File: config.mk
export PLATFORM = sky130hd
export DESIGN_NAME = utf8_to_utf16_transcoder_flat
export DESIGN_NICKNAME = d
export VERILOG_FILES = /design/src/u8u16_pkg.sv /design/src/u8u16_if.sv /design/src/u8u16_front.sv /design/src/u8u16_queue.sv /design/src/u8u16_back.sv /design/src/utf8_to_utf16_transcoder.sv /design/src/flat_wrapper.sv
export SDC_FILE = /design/constraint.sdc
export NUM_CORES = 1
export LEC_CHECK = 0
export ABC_CLOCK_PERIOD_IN_PS = 6700
export BUFFER_PORTS_ARGS = -buffer_cell sky130_fd_sc_hd__buf_2
export CAP_MARGIN = 20
export CORE_MARGIN = 4
export CORE_UTILIZATION = 50
export DETAILED_ROUTE_END_ITERATION = 8
export GPL_TIMING_DRIVEN = 0
export PLACE_DENSITY = 0.67
export SLEW_MARGIN = 20
export SYNTH_ARGS = -nofsm -noshare
export SYNTH_HDL_FRONTEND = slang
export SYNTH_HIERARCHICAL = 1
export SYNTH_SLANG_ARGS = --single-unit
File: constraint.sdc
create_clock -name clk_i -period 6.7 [get_ports clk_i]
set_clock_uncertainty 0.2 [all_clocks]
set_input_delay 0 -clock clk_i [delete_from_list [all_inputs] [get_ports clk_i]]
set_output_delay 0 -clock clk_i [all_outputs]
set_load 0.005 [all_outputs]
File: src/u8u16_pkg.sv
// Shared types, constants and the lead-byte classifier for the transcoder.
// No dependencies.
package u8u16_pkg;

  localparam logic [15:0] REPL_UNIT    = 16'hFFFD;
  localparam logic [20:0] SUPP_BASE    = 21'h10000;
  localparam logic [15:0] HI_SURR_BASE = 16'hD800;
  localparam logic [15:0] LO_SURR_BASE = 16'hDC00;
  localparam int          Q_DEPTH      = 2;

  // Bytes of one decode job, lead byte in slot 0; n is 1..4 valid bytes.
  typedef struct packed {
    logic [3:0][7:0] bytes;
    logic [2:0]      n;
    logic            fin;
  } job_t;

  // Sequence length from a lead byte; 0 for a stray byte.
  function automatic logic [2:0] seq_len(input logic [7:0] b);
    logic [2:0] len;
    len = 3'd0;
    if (!b[7])                   len = 3'd1;
    else if (b[7:5] == 3'b110)   len = 3'd2;
    else if (b[7:4] == 4'b1110)  len = 3'd3;
    else if (b[7:3] == 5'b11110) len = 3'd4;
    return len;
  endfunction

endpackage

File: src/u8u16_if.sv
// Valid/ready channel interfaces: byte input and UTF-16 unit output.
// No dependencies.
interface u8u16_in_if;
  logic       valid;
  logic       ready;
  logic [7:0] data_byte;
  logic       end_of_string;

  modport source (output valid, output data_byte, output end_of_string, input ready);
  modport sink   (input valid, input data_byte, input end_of_string, output ready);
endinterface

interface u8u16_out_if;
  logic        valid;
  logic        ready;
  logic [15:0] code_unit;
  logic        last_of_run;
  logic        string_done;

  modport source (output valid, output code_unit, output last_of_run, output string_done,
                  input ready);
  modport sink   (input valid, input code_unit, input last_of_run, input string_done,
                  output ready);
endinterface

File: src/u8u16_front.sv
// Front end: collects bytes of an open sequence and issues decode jobs.
// Depends on u8u16_pkg and u8u16_in_if.
module u8u16_front (
  input  logic              clk_i,
  input  logic              rst_ni,
  u8u16_in_if.sink          byte_i,
  input  logic              q_full_i,
  output logic              push_o,
  output u8u16_pkg::job_t   job_o
);
  import u8u16_pkg::*;

  logic [2:0][7:0] held_q, held_d;
  logic [1:0]      held_cnt_q, held_cnt_d;
  logic [2:0]      seq_len_q, seq_len_d;

  logic [3:0][7:0] buf_bytes;
  logic [2:0]      n_cnt;
  logic [2:0]      open_len;
  logic            hold;
  logic            accept;

  assign byte_i.ready = !q_full_i;
  assign accept       = byte_i.valid && byte_i.ready;

  always_comb begin
    n_cnt     = {1'b0, held_cnt_q} + 3'd1;
    buf_bytes = '0;
    for (int j = 0; j < 3; j++) begin
      if (j < int'(held_cnt_q)) buf_bytes[j] = held_q[j];
    end
    buf_bytes[held_cnt_q] = byte_i.data_byte;
    open_len = (held_cnt_q == 2'd0) ? seq_len(byte_i.data_byte) : seq_len_q;
    // keep collecting while the sequence is short and the string goes on
    hold = !byte_i.end_of_string && (open_len > n_cnt);
  end

  always_comb begin
    held_d     = held_q;
    held_cnt_d = held_cnt_q;
    seq_len_d  = seq_len_q;
    if (accept) begin
      if (hold) begin
        held_d     = buf_bytes[2:0];
        held_cnt_d = n_cnt[1:0];
        seq_len_d  = open_len;
      end else begin
        held_d     = '0;
        held_cnt_d = '0;
        seq_len_d  = '0;
      end
    end
  end

  assign push_o    = accept && !hold;
  assign job_o     = '{bytes: buf_bytes, n: n_cnt, fin: byte_i.end_of_string};

  always_ff @(posedge clk_i or negedge rst_ni) begin
    if (!rst_ni) begin
      held_q     <= '0;
      held_cnt_q <= '0;
      seq_len_q  <= '0;
    end else begin
      held_q     <= held_d;
      held_cnt_q <= held_cnt_d;
      seq_len_q  <= seq_len_d;
    end
  end

endmodule

File: src/u8u16_queue.sv
// Small job queue between front end and back end.
// Depends on u8u16_pkg.
module u8u16_queue (
  input  logic            clk_i,
  input  logic            rst_ni,
  input  logic            push_i,
  input  u8u16_pkg::job_t job_i,
  input  logic            pop_i,
  output logic            full_o,
  output logic            avail_o,
  output u8u16_pkg::job_t job_o
);
  import u8u16_pkg::*;

  localparam int PtrW = (Q_DEPTH > 1) ? $clog2(Q_DEPTH) : 1;
  localparam int CntW = $clog2(Q_DEPTH + 1);

  job_t            mem_q [Q_DEPTH];
  logic [PtrW-1:0] wr_ptr_q, rd_ptr_q;
  logic [CntW-1:0] cnt_q;

  function automatic logic [PtrW-1:0] ptr_inc(input logic [PtrW-1:0] p);
    return (p == PtrW'(Q_DEPTH - 1)) ? '0 : p + PtrW'(1);
  endfunction

  assign full_o  = (cnt_q == CntW'(Q_DEPTH));
  assign avail_o = (cnt_q != '0);
  assign job_o   = mem_q[rd_ptr_q];

  always_ff @(posedge clk_i) begin
    if (push_i) mem_q[wr_ptr_q] <= job_i;
  end

  always_ff @(posedge clk_i or negedge rst_ni) begin
    if (!rst_ni) begin
      wr_ptr_q <= '0;
      rd_ptr_q <= '0;
      cnt_q    <= '0;
    end else begin
      if (push_i) wr_ptr_q <= ptr_inc(wr_ptr_q);
      if (pop_i)  rd_ptr_q <= ptr_inc(rd_ptr_q);
      case ({push_i, pop_i})
        2'b10:   cnt_q <= cnt_q + CntW'(1);
        2'b01:   cnt_q <= cnt_q - CntW'(1);
        default: cnt_q <= cnt_q;
      endcase
    end
  end

endmodule

File: src/u8u16_back.sv
// Back end: decodes one sequence or surrogate half per step, emits UTF-16 units through
// an output register. Depends on u8u16_pkg and u8u16_out_if.
module u8u16_back (
  input  logic            clk_i,
  input  logic            rst_ni,
  input  u8u16_pkg::job_t job_i,
  input  logic            job_avail_i,
  output logic            pop_o,
  u8u16_out_if.source     unit_o
);
  import u8u16_pkg::*;

  job_t        job_q, job_shift;
  logic        job_valid_q;
  logic        lo_pend_q;

  logic        out_valid_q;
  logic [15:0] unit_q;
  logic        last_q, done_q;

  logic [2:0]  len, consume, n_left;
  logic        trunc, is_pair, step_done, last;
  logic [20:0] cp, v;
  logic [15:0] unit_d;
  logic        advance, finish;

  always_comb begin
    len   = seq_len(job_q.bytes[0]);
    trunc = (len == 3'd0) || (len > job_q.n);
    case (len)
      3'd1:    cp = {13'd0, job_q.bytes[0]};
      3'd2:    cp = {10'd0, job_q.bytes[0][4:0], job_q.bytes[1][5:0]};
      3'd3:    cp = {5'd0, job_q.bytes[0][3:0], job_q.bytes[1][5:0], job_q.bytes[2][5:0]};
      3'd4:    cp = {job_q.bytes[0][2:0], job_q.bytes[1][5:0], job_q.bytes[2][5:0],
                     job_q.bytes[3][5:0]};
      default: cp = '0;
    endcase
    v         = cp - SUPP_BASE;
    is_pair   = !trunc && (cp[20:16] != 5'd0);
    step_done = trunc || !is_pair || lo_pend_q;
    consume   = trunc ? 3'd1 : len;
    n_left    = job_q.n - consume;
    last      = step_done && (n_left == 3'd0);

    if (trunc)          unit_d = REPL_UNIT;
    else if (lo_pend_q) unit_d = LO_SURR_BASE | {6'd0, v[9:0]};
    else if (is_pair)   unit_d = HI_SURR_BASE | {5'd0, v[20:10]};
    else                unit_d = cp[15:0];

    job_shift       = job_q;
    job_shift.bytes = job_q.bytes >> {consume, 3'b000};
    job_shift.n     = n_left;
  end

  assign advance = job_valid_q && (!out_valid_q || unit_o.ready);
  assign finish  = advance && last;
  assign pop_o   = job_avail_i && (!job_valid_q || finish);

  always_ff @(posedge clk_i) begin
    if (pop_o) begin
      job_q <= job_i;
    end else if (advance && step_done) begin
      job_q <= job_shift;
    end
    if (advance) begin
      unit_q <= unit_d;
      last_q <= last;
      done_q <= last && job_q.fin;
    end
  end

  always_ff @(posedge clk_i or negedge rst_ni) begin
    if (!rst_ni) begin
      job_valid_q <= 1'b0;
      lo_pend_q   <= 1'b0;
      out_valid_q <= 1'b0;
    end else begin
      if (pop_o)       job_valid_q <= 1'b1;
      else if (finish) job_valid_q <= 1'b0;

      if (pop_o)        lo_pend_q <= 1'b0;
      else if (advance) lo_pend_q <= !step_done;

      if (advance)           out_valid_q <= 1'b1;
      else if (unit_o.ready) out_valid_q <= 1'b0;
    end
  end

  assign unit_o.valid       = out_valid_q;
  assign unit_o.code_unit   = unit_q;
  assign unit_o.last_of_run = last_q;
  assign unit_o.string_done = done_q;

endmodule

File: src/utf8_to_utf16_transcoder.sv
// UTF-8 to UTF-16 transcoder, top level.
// Byte input channel (byte_i): one UTF-8 byte per beat plus end_of_string.
// Unit output channel (unit_o): one UTF-16 code unit per beat, with
//   last_of_run on the final unit caused by a byte and string_done on the
//   final unit of the string.
// Throughput: one byte per cycle sustained while the output is not stalled.
//   Each output unit takes one step of the back-end decoder; a byte that yields
//   two or three units (surrogate pair, truncated sequence at end of string)
//   holds the decoder that long, and the two-entry job queue absorbs that burst
//   before input ready drops. Path from the input beat that completes a sequence
//   to the first unit being valid: queue, decoder job register, output register.
// Bytes that only extend an open sequence produce no unit and no job.
// Reset (rst_ni low, async) empties the queue, the decoder and the output
//   register and drops any partially collected sequence.
// Output stall: the unit is held in the output register; the decoder and
//   queue fill behind it, then byte_i.ready falls until the sink takes beats.
// Depends on u8u16_pkg, u8u16_if, u8u16_front, u8u16_queue, u8u16_back.
module utf8_to_utf16_transcoder (
  input  logic         clk_i,
  input  logic         rst_ni,
  u8u16_in_if.sink     byte_i,
  u8u16_out_if.source  unit_o
);
  import u8u16_pkg::*;

  // front end -> queue
  logic push;
  job_t push_job;
  // queue -> back end
  logic q_full, q_avail, pop;
  job_t head_job;

  // Front end: assembles multi-byte sequences, issues complete jobs.
  u8u16_front u_front (
    .clk_i    (clk_i),
    .rst_ni   (rst_ni),
    .byte_i   (byte_i),
    .q_full_i (q_full),
    .push_o   (push),
    .job_o    (push_job)
  );

  // Decouples byte intake from unit emission.
  u8u16_queue u_queue (
    .clk_i   (clk_i),
    .rst_ni  (rst_ni),
    .push_i  (push),
    .job_i   (push_job),
    .pop_i   (pop),
    .full_o  (q_full),
    .avail_o (q_avail),
    .job_o   (head_job)
  );

  // Back end: walks a job one sequence (or surrogate half) per cycle while the output is not stalled.
  u8u16_back u_back (
    .clk_i       (clk_i),
    .rst_ni      (rst_ni),
    .job_i       (head_job),
    .job_avail_i (q_avail),
    .pop_o       (pop),
    .unit_o      (unit_o)
  );

endmodule

File: src/flat_wrapper.sv
// flat-port wrapper written by rule: the top's interface ports become plain ports
module utf8_to_utf16_transcoder_flat import u8u16_pkg::*;
  (clk_i, rst_ni, byte_i_valid, byte_i_data_byte, byte_i_end_of_string, byte_i_ready, unit_o_valid, unit_o_code_unit, unit_o_last_of_run, unit_o_string_done, unit_o_ready);
  u8u16_in_if byte_i_i ();
  u8u16_out_if unit_o_i ();
  input  logic clk_i;
  input  logic rst_ni;
  input wire logic [$bits(byte_i_i.valid)-1:0] byte_i_valid;
  input wire logic [$bits(byte_i_i.data_byte)-1:0] byte_i_data_byte;
  input wire logic [$bits(byte_i_i.end_of_string)-1:0] byte_i_end_of_string;
  output wire logic [$bits(byte_i_i.ready)-1:0] byte_i_ready;
  output wire logic [$bits(unit_o_i.valid)-1:0] unit_o_valid;
  output wire logic [$bits(unit_o_i.code_unit)-1:0] unit_o_code_unit;
  output wire logic [$bits(unit_o_i.last_of_run)-1:0] unit_o_last_of_run;
  output wire logic [$bits(unit_o_i.string_done)-1:0] unit_o_string_done;
  input wire logic [$bits(unit_o_i.ready)-1:0] unit_o_ready;
  assign byte_i_i.valid = byte_i_valid;
  assign byte_i_i.data_byte = byte_i_data_byte;
  assign byte_i_i.end_of_string = byte_i_end_of_string;
  assign byte_i_ready = byte_i_i.ready;
  assign unit_o_valid = unit_o_i.valid;
  assign unit_o_code_unit = unit_o_i.code_unit;
  assign unit_o_last_of_run = unit_o_i.last_of_run;
  assign unit_o_string_done = unit_o_i.string_done;
  assign unit_o_i.ready = unit_o_ready;
  utf8_to_utf16_transcoder u_core (.clk_i(clk_i), .rst_ni(rst_ni), .byte_i(byte_i_i), .unit_o(unit_o_i));
endmodule
==> impl_metrics.toml <==
[status]
status = "completed"

[clocking]
numCtsBuffers = 17
cts_sinks = 162
clk_latency_ps = 430
cts_htree_levels = 4
root_buffer = "clkbuf_16"
cts_tree = "yes"
max-clock-path-buffers = 2
cts_setup_buffers = 0
cts_resized = 0
cts_hold_buf = 14
path_clk_slew_ps = 60

[route]
drtPass1Iterations = 5
viasPerCell = 5.72
wl_per_cell_um = 19.4
ant_nets = 0
routed_wl_um = 18000
num_vias = 5310
drc_errors = 0
drtIter0Drc = 384

[critical_path]
worstSetupEndpoint = "u_core/u_back/job_q[29]"
cp_max_fo = 11
crit_chain = "nand2_1, nor3_1, buf_2, ha_1, and3_1, a21oi_1, nor2_1, nand2_1, inv_1, fa_1, xor2_1, a211oi_1, a211oi_2, o41ai_4, buf_6, buf_6, o21bai_2, buf_6"
cp.required_ps = 6630
r2r_cells = 18
cpMostUsedCell = "buf_6"
crit_slowest_cell = "nor3_1"
setup.worst_path.start_class = "register"
reg2reg_slack_ps = 560
path_delay_family = "compound AO/OA/AOI/OAI gates"
cp-startpoint = "u_core/u_back/job_q[11]"
worst-path-stages = 18
cp.buffers_inverters = 5
slowest_delay_ps = 640
reg2reg_to = "u_core/u_back/job_q[29]"
critPathArrivalTime_ps = 6070
critPathKind = "register to register"
r2r-start = "u_core/u_back/job_q[11]"
end_kind = "register"

[synthesis]
ys_warn_count = 6
ys_types = 58
netlist_instances = 635
ys.flop_type = "edfxtp_1"
syn_nets = 663
synth_edf_count = 126
syn-cell-area_sq_mm = 0.00797
syn_area_per_cell_sq_um = 12.6
ys_seq_area_frac = 0.588
yosys-top-cells-area = "edfxtp_1 47%, dfrtp_1 11%, mux2_4 5.6%"
yosysTopAreaCellShare = 0.475
ys_ff_latch = 162
ys_async_sr_fraction = 0.222
synth_top_area_cell = "edfxtp_1"

[grt]
grt_max_degree = 37
grt_overflow = 0
gr-usage-all-layers = 0.209
antenna_found_initial = 0
grt_pass1_vias = 5446
grt_pass1_wl_um = 29100

[floorplanning]
die_y_um = 134
num_rows = 45
ios = 33
start_util = 0.517
die_w_um = 134
core_sq_mm = 0.0154
die-area_sq_mm = 0.0180

[placed_design]
gp_congestion = 0.902
place_hpwl_um = 13200
place_area_sq_mm = 0.00848
placedCellCount = 882
io_buffers = 32

[sta]
final.setup.tns_ps = 0
max_freq_mhz = 163
tightest_slew_ps = 1240
timing_hold_violations_final = 0
slew_violations = 0
rsz0062_at_grt = "false"
fin_crit_ps = 6140
min_period_over_period = 0.917
hold_slack_ps = 42.4
setup_viol = 0
slew_headroom = 0.166

[power]
p_leak_uw = 0.00359
p_int_uw = 3010
p_switching_uw = 1760
pwr-share-comb = 0.419
pwr-share-seq = 0.389
swShare = 0.369
max-vdd-ir-drop_uv = 194
clock_power_share = 0.192
power_density_mw_per_mm2 = 519

[cells_and_area]
post-route-cell-area_sq_mm = 0.00918
drive_gt1_frac = 0.216
synthToLayoutAreaGrowth_pct = 15.1
stdcell_count = 928
fin_nets = 732
diodes = 0

[min_path]
holdCritPathClass = "input pin to asynchronous set/reset pin"

[job]
maxCapViolations = 0
## cells by family (layout without fill, tap and decap cells)
| logic type | Yosys count | count (layout) | share of synthesized area |
|---|---|---|---|
| AND/OR/NAND/NOR | 187 | 187 | 0.113 |
| flip-flops | 162 | 162 | 0.588 |
| AO/OA/AOI/OAI | 151 | 151 | 0.131 |
| buffers and inverters | 57 | 139 | 0.0446 |
| multiplexers | 55 | 55 | 0.0904 |
| adder cells (fa/ha/maj) | 15 | 15 | 0.0245 |
| XOR/XNOR | 8 | 8 | 0.00879 |
## synth_stat cells, drive strengths merged, types with 5 or more instances
master and instances:
o31ai 12, o21ai 63, inv 21, and2 20, mux2i 9, a2bb2oi 8
mux2 46, dfrtp 36, and3 5, nor2 13, nor2b 5, ha 14
a22o 14, nand2 95, edfxtp 126, nand3 27, a22oi 13, nor3 5
clkbuf 12, nand2b 8, a222oi 7, a21o 5, a21oi 9, buf 24
## registers in the layout (all words and copies together), names as in the netlist
register,flops
u_core/u_queue/wr_ptr_q,1
u_core/u_front/seq_len_q,3
u_core/u_back/job_valid_q,1
u_core/u_queue/rd_ptr_q,1
u_core/u_back/job_q,36
u_core/u_front/held_q,24
u_core/u_queue/mem_q,72
u_core/u_back/unit_o.code_unit,16
u_core/u_back/unit_o.last_of_run,1
u_core/u_back/unit_o.valid,1
u_core/u_back/unit_o.string_done,1
u_core/u_front/held_cnt_q,2
u_core/u_queue/cnt_q,2
u_core/u_back/lo_pend_q,1
## power by group through the flow
| stage | Clock, uW | Combinational, uW | Sequential, uW |
|---|---|---|---|
| 2_1_floorplan | 0 | 1430 | 1810 |
| 3_3_place_gp | 0 | 1900 | 1870 |
| 3_5_place_dp | 0 | 1980 | 1870 |
| 4_1_cts | 933 | 2000 | 1850 |
| 5_1_grt | 986 | 2190 | 1890 |
| 6_report | 916 | 2000 | 1850 |
## area by class of cell
class,count,area (sq um)
well taps,211,264
clock buffers,18,429
flip-flops and latches,162,4680
plain buffers,36,277
repair buffers,50,363
fillers,1257,6250
inverters,21,78.8
clock inverters,14,130
multi-input cells,416,2950
## through the flow
step | utilization | worst slack (ps) | total power, uW
finish | 0.595 | 558 | 4760
global placement | 0.544 | 302 | 3770
floorplan | - | 1630 | 3240
global route | 0.595 | 191 | 5060
detailed placement | 0.549 | 587 | 3850
CTS | 0.595 | 558 | 4780
## layer usage
metal / wire length [um] / GRT usage / vias to the layer above
met5: 0 / 0 / -
met4: 764 / 0.110 / 0
met3: 632 / 0.0413 / 46
met1: 7740 / 0.252 / 2585
li1: - / - / 2511
met2: 8850 / 0.354 / 168
## worst reg2reg max path, stage by stage, from the launching register on
cell and delay (ps):
edfxtp_1 520, nand2_1 170, nor3_1 640, buf_2 380, ha_1 310, and3_1 190, a21oi_1 450, nor2_1 170
nand2_1 380, inv_1 120, fa_1 420, xor2_1 180, a211oi_1 320, a211oi_2 110, o41ai_4 420, buf_6 210
buf_6 150, o21bai_2 250, buf_6 250
## layout by cell type, fill, tap and decap left out, drive strengths merged, types with 2 or more instances in the layout
cell and count:
and3 5, nand2b 8, nor2 13, nor3 5, inv 25, a21oi 9
buf 60, clkinv 4, o21ai 63, nand3 27, mux2 46, nand4 2
nand2 95, ha 14, edfxtp 126, and2 20, dfrtp 36, a2bb2oi 8
a211oi 3, a221oi 3, dlygate4sd3 14, xor2 4, o31ai 12, a22oi 13
or2 2, a21o 5, clkinvlp 5, mux2i 9, clkbuf 30, a21boi 3
o21bai 2, xnor2 4, a31oi 3, a222oi 7, and3b 2, nor2b 5
a22o 14
## worst min path at each step
stage,startpoint,to,depth (start not counted)
after floorplan,rst_ni,u_core/u_back/job_valid_q,0
after global placement,rst_ni,u_core/u_front/held_q[1],1
after detailed placement,rst_ni,u_core/u_front/held_q[17],1
after CTS,rst_ni,u_core/u_front/held_q[0],2
after global routing,rst_ni,u_core/u_front/held_q[0],2
final,rst_ni,u_core/u_front/held_q[10],2
Note: power is estimated with default switching activity, not from simulation.
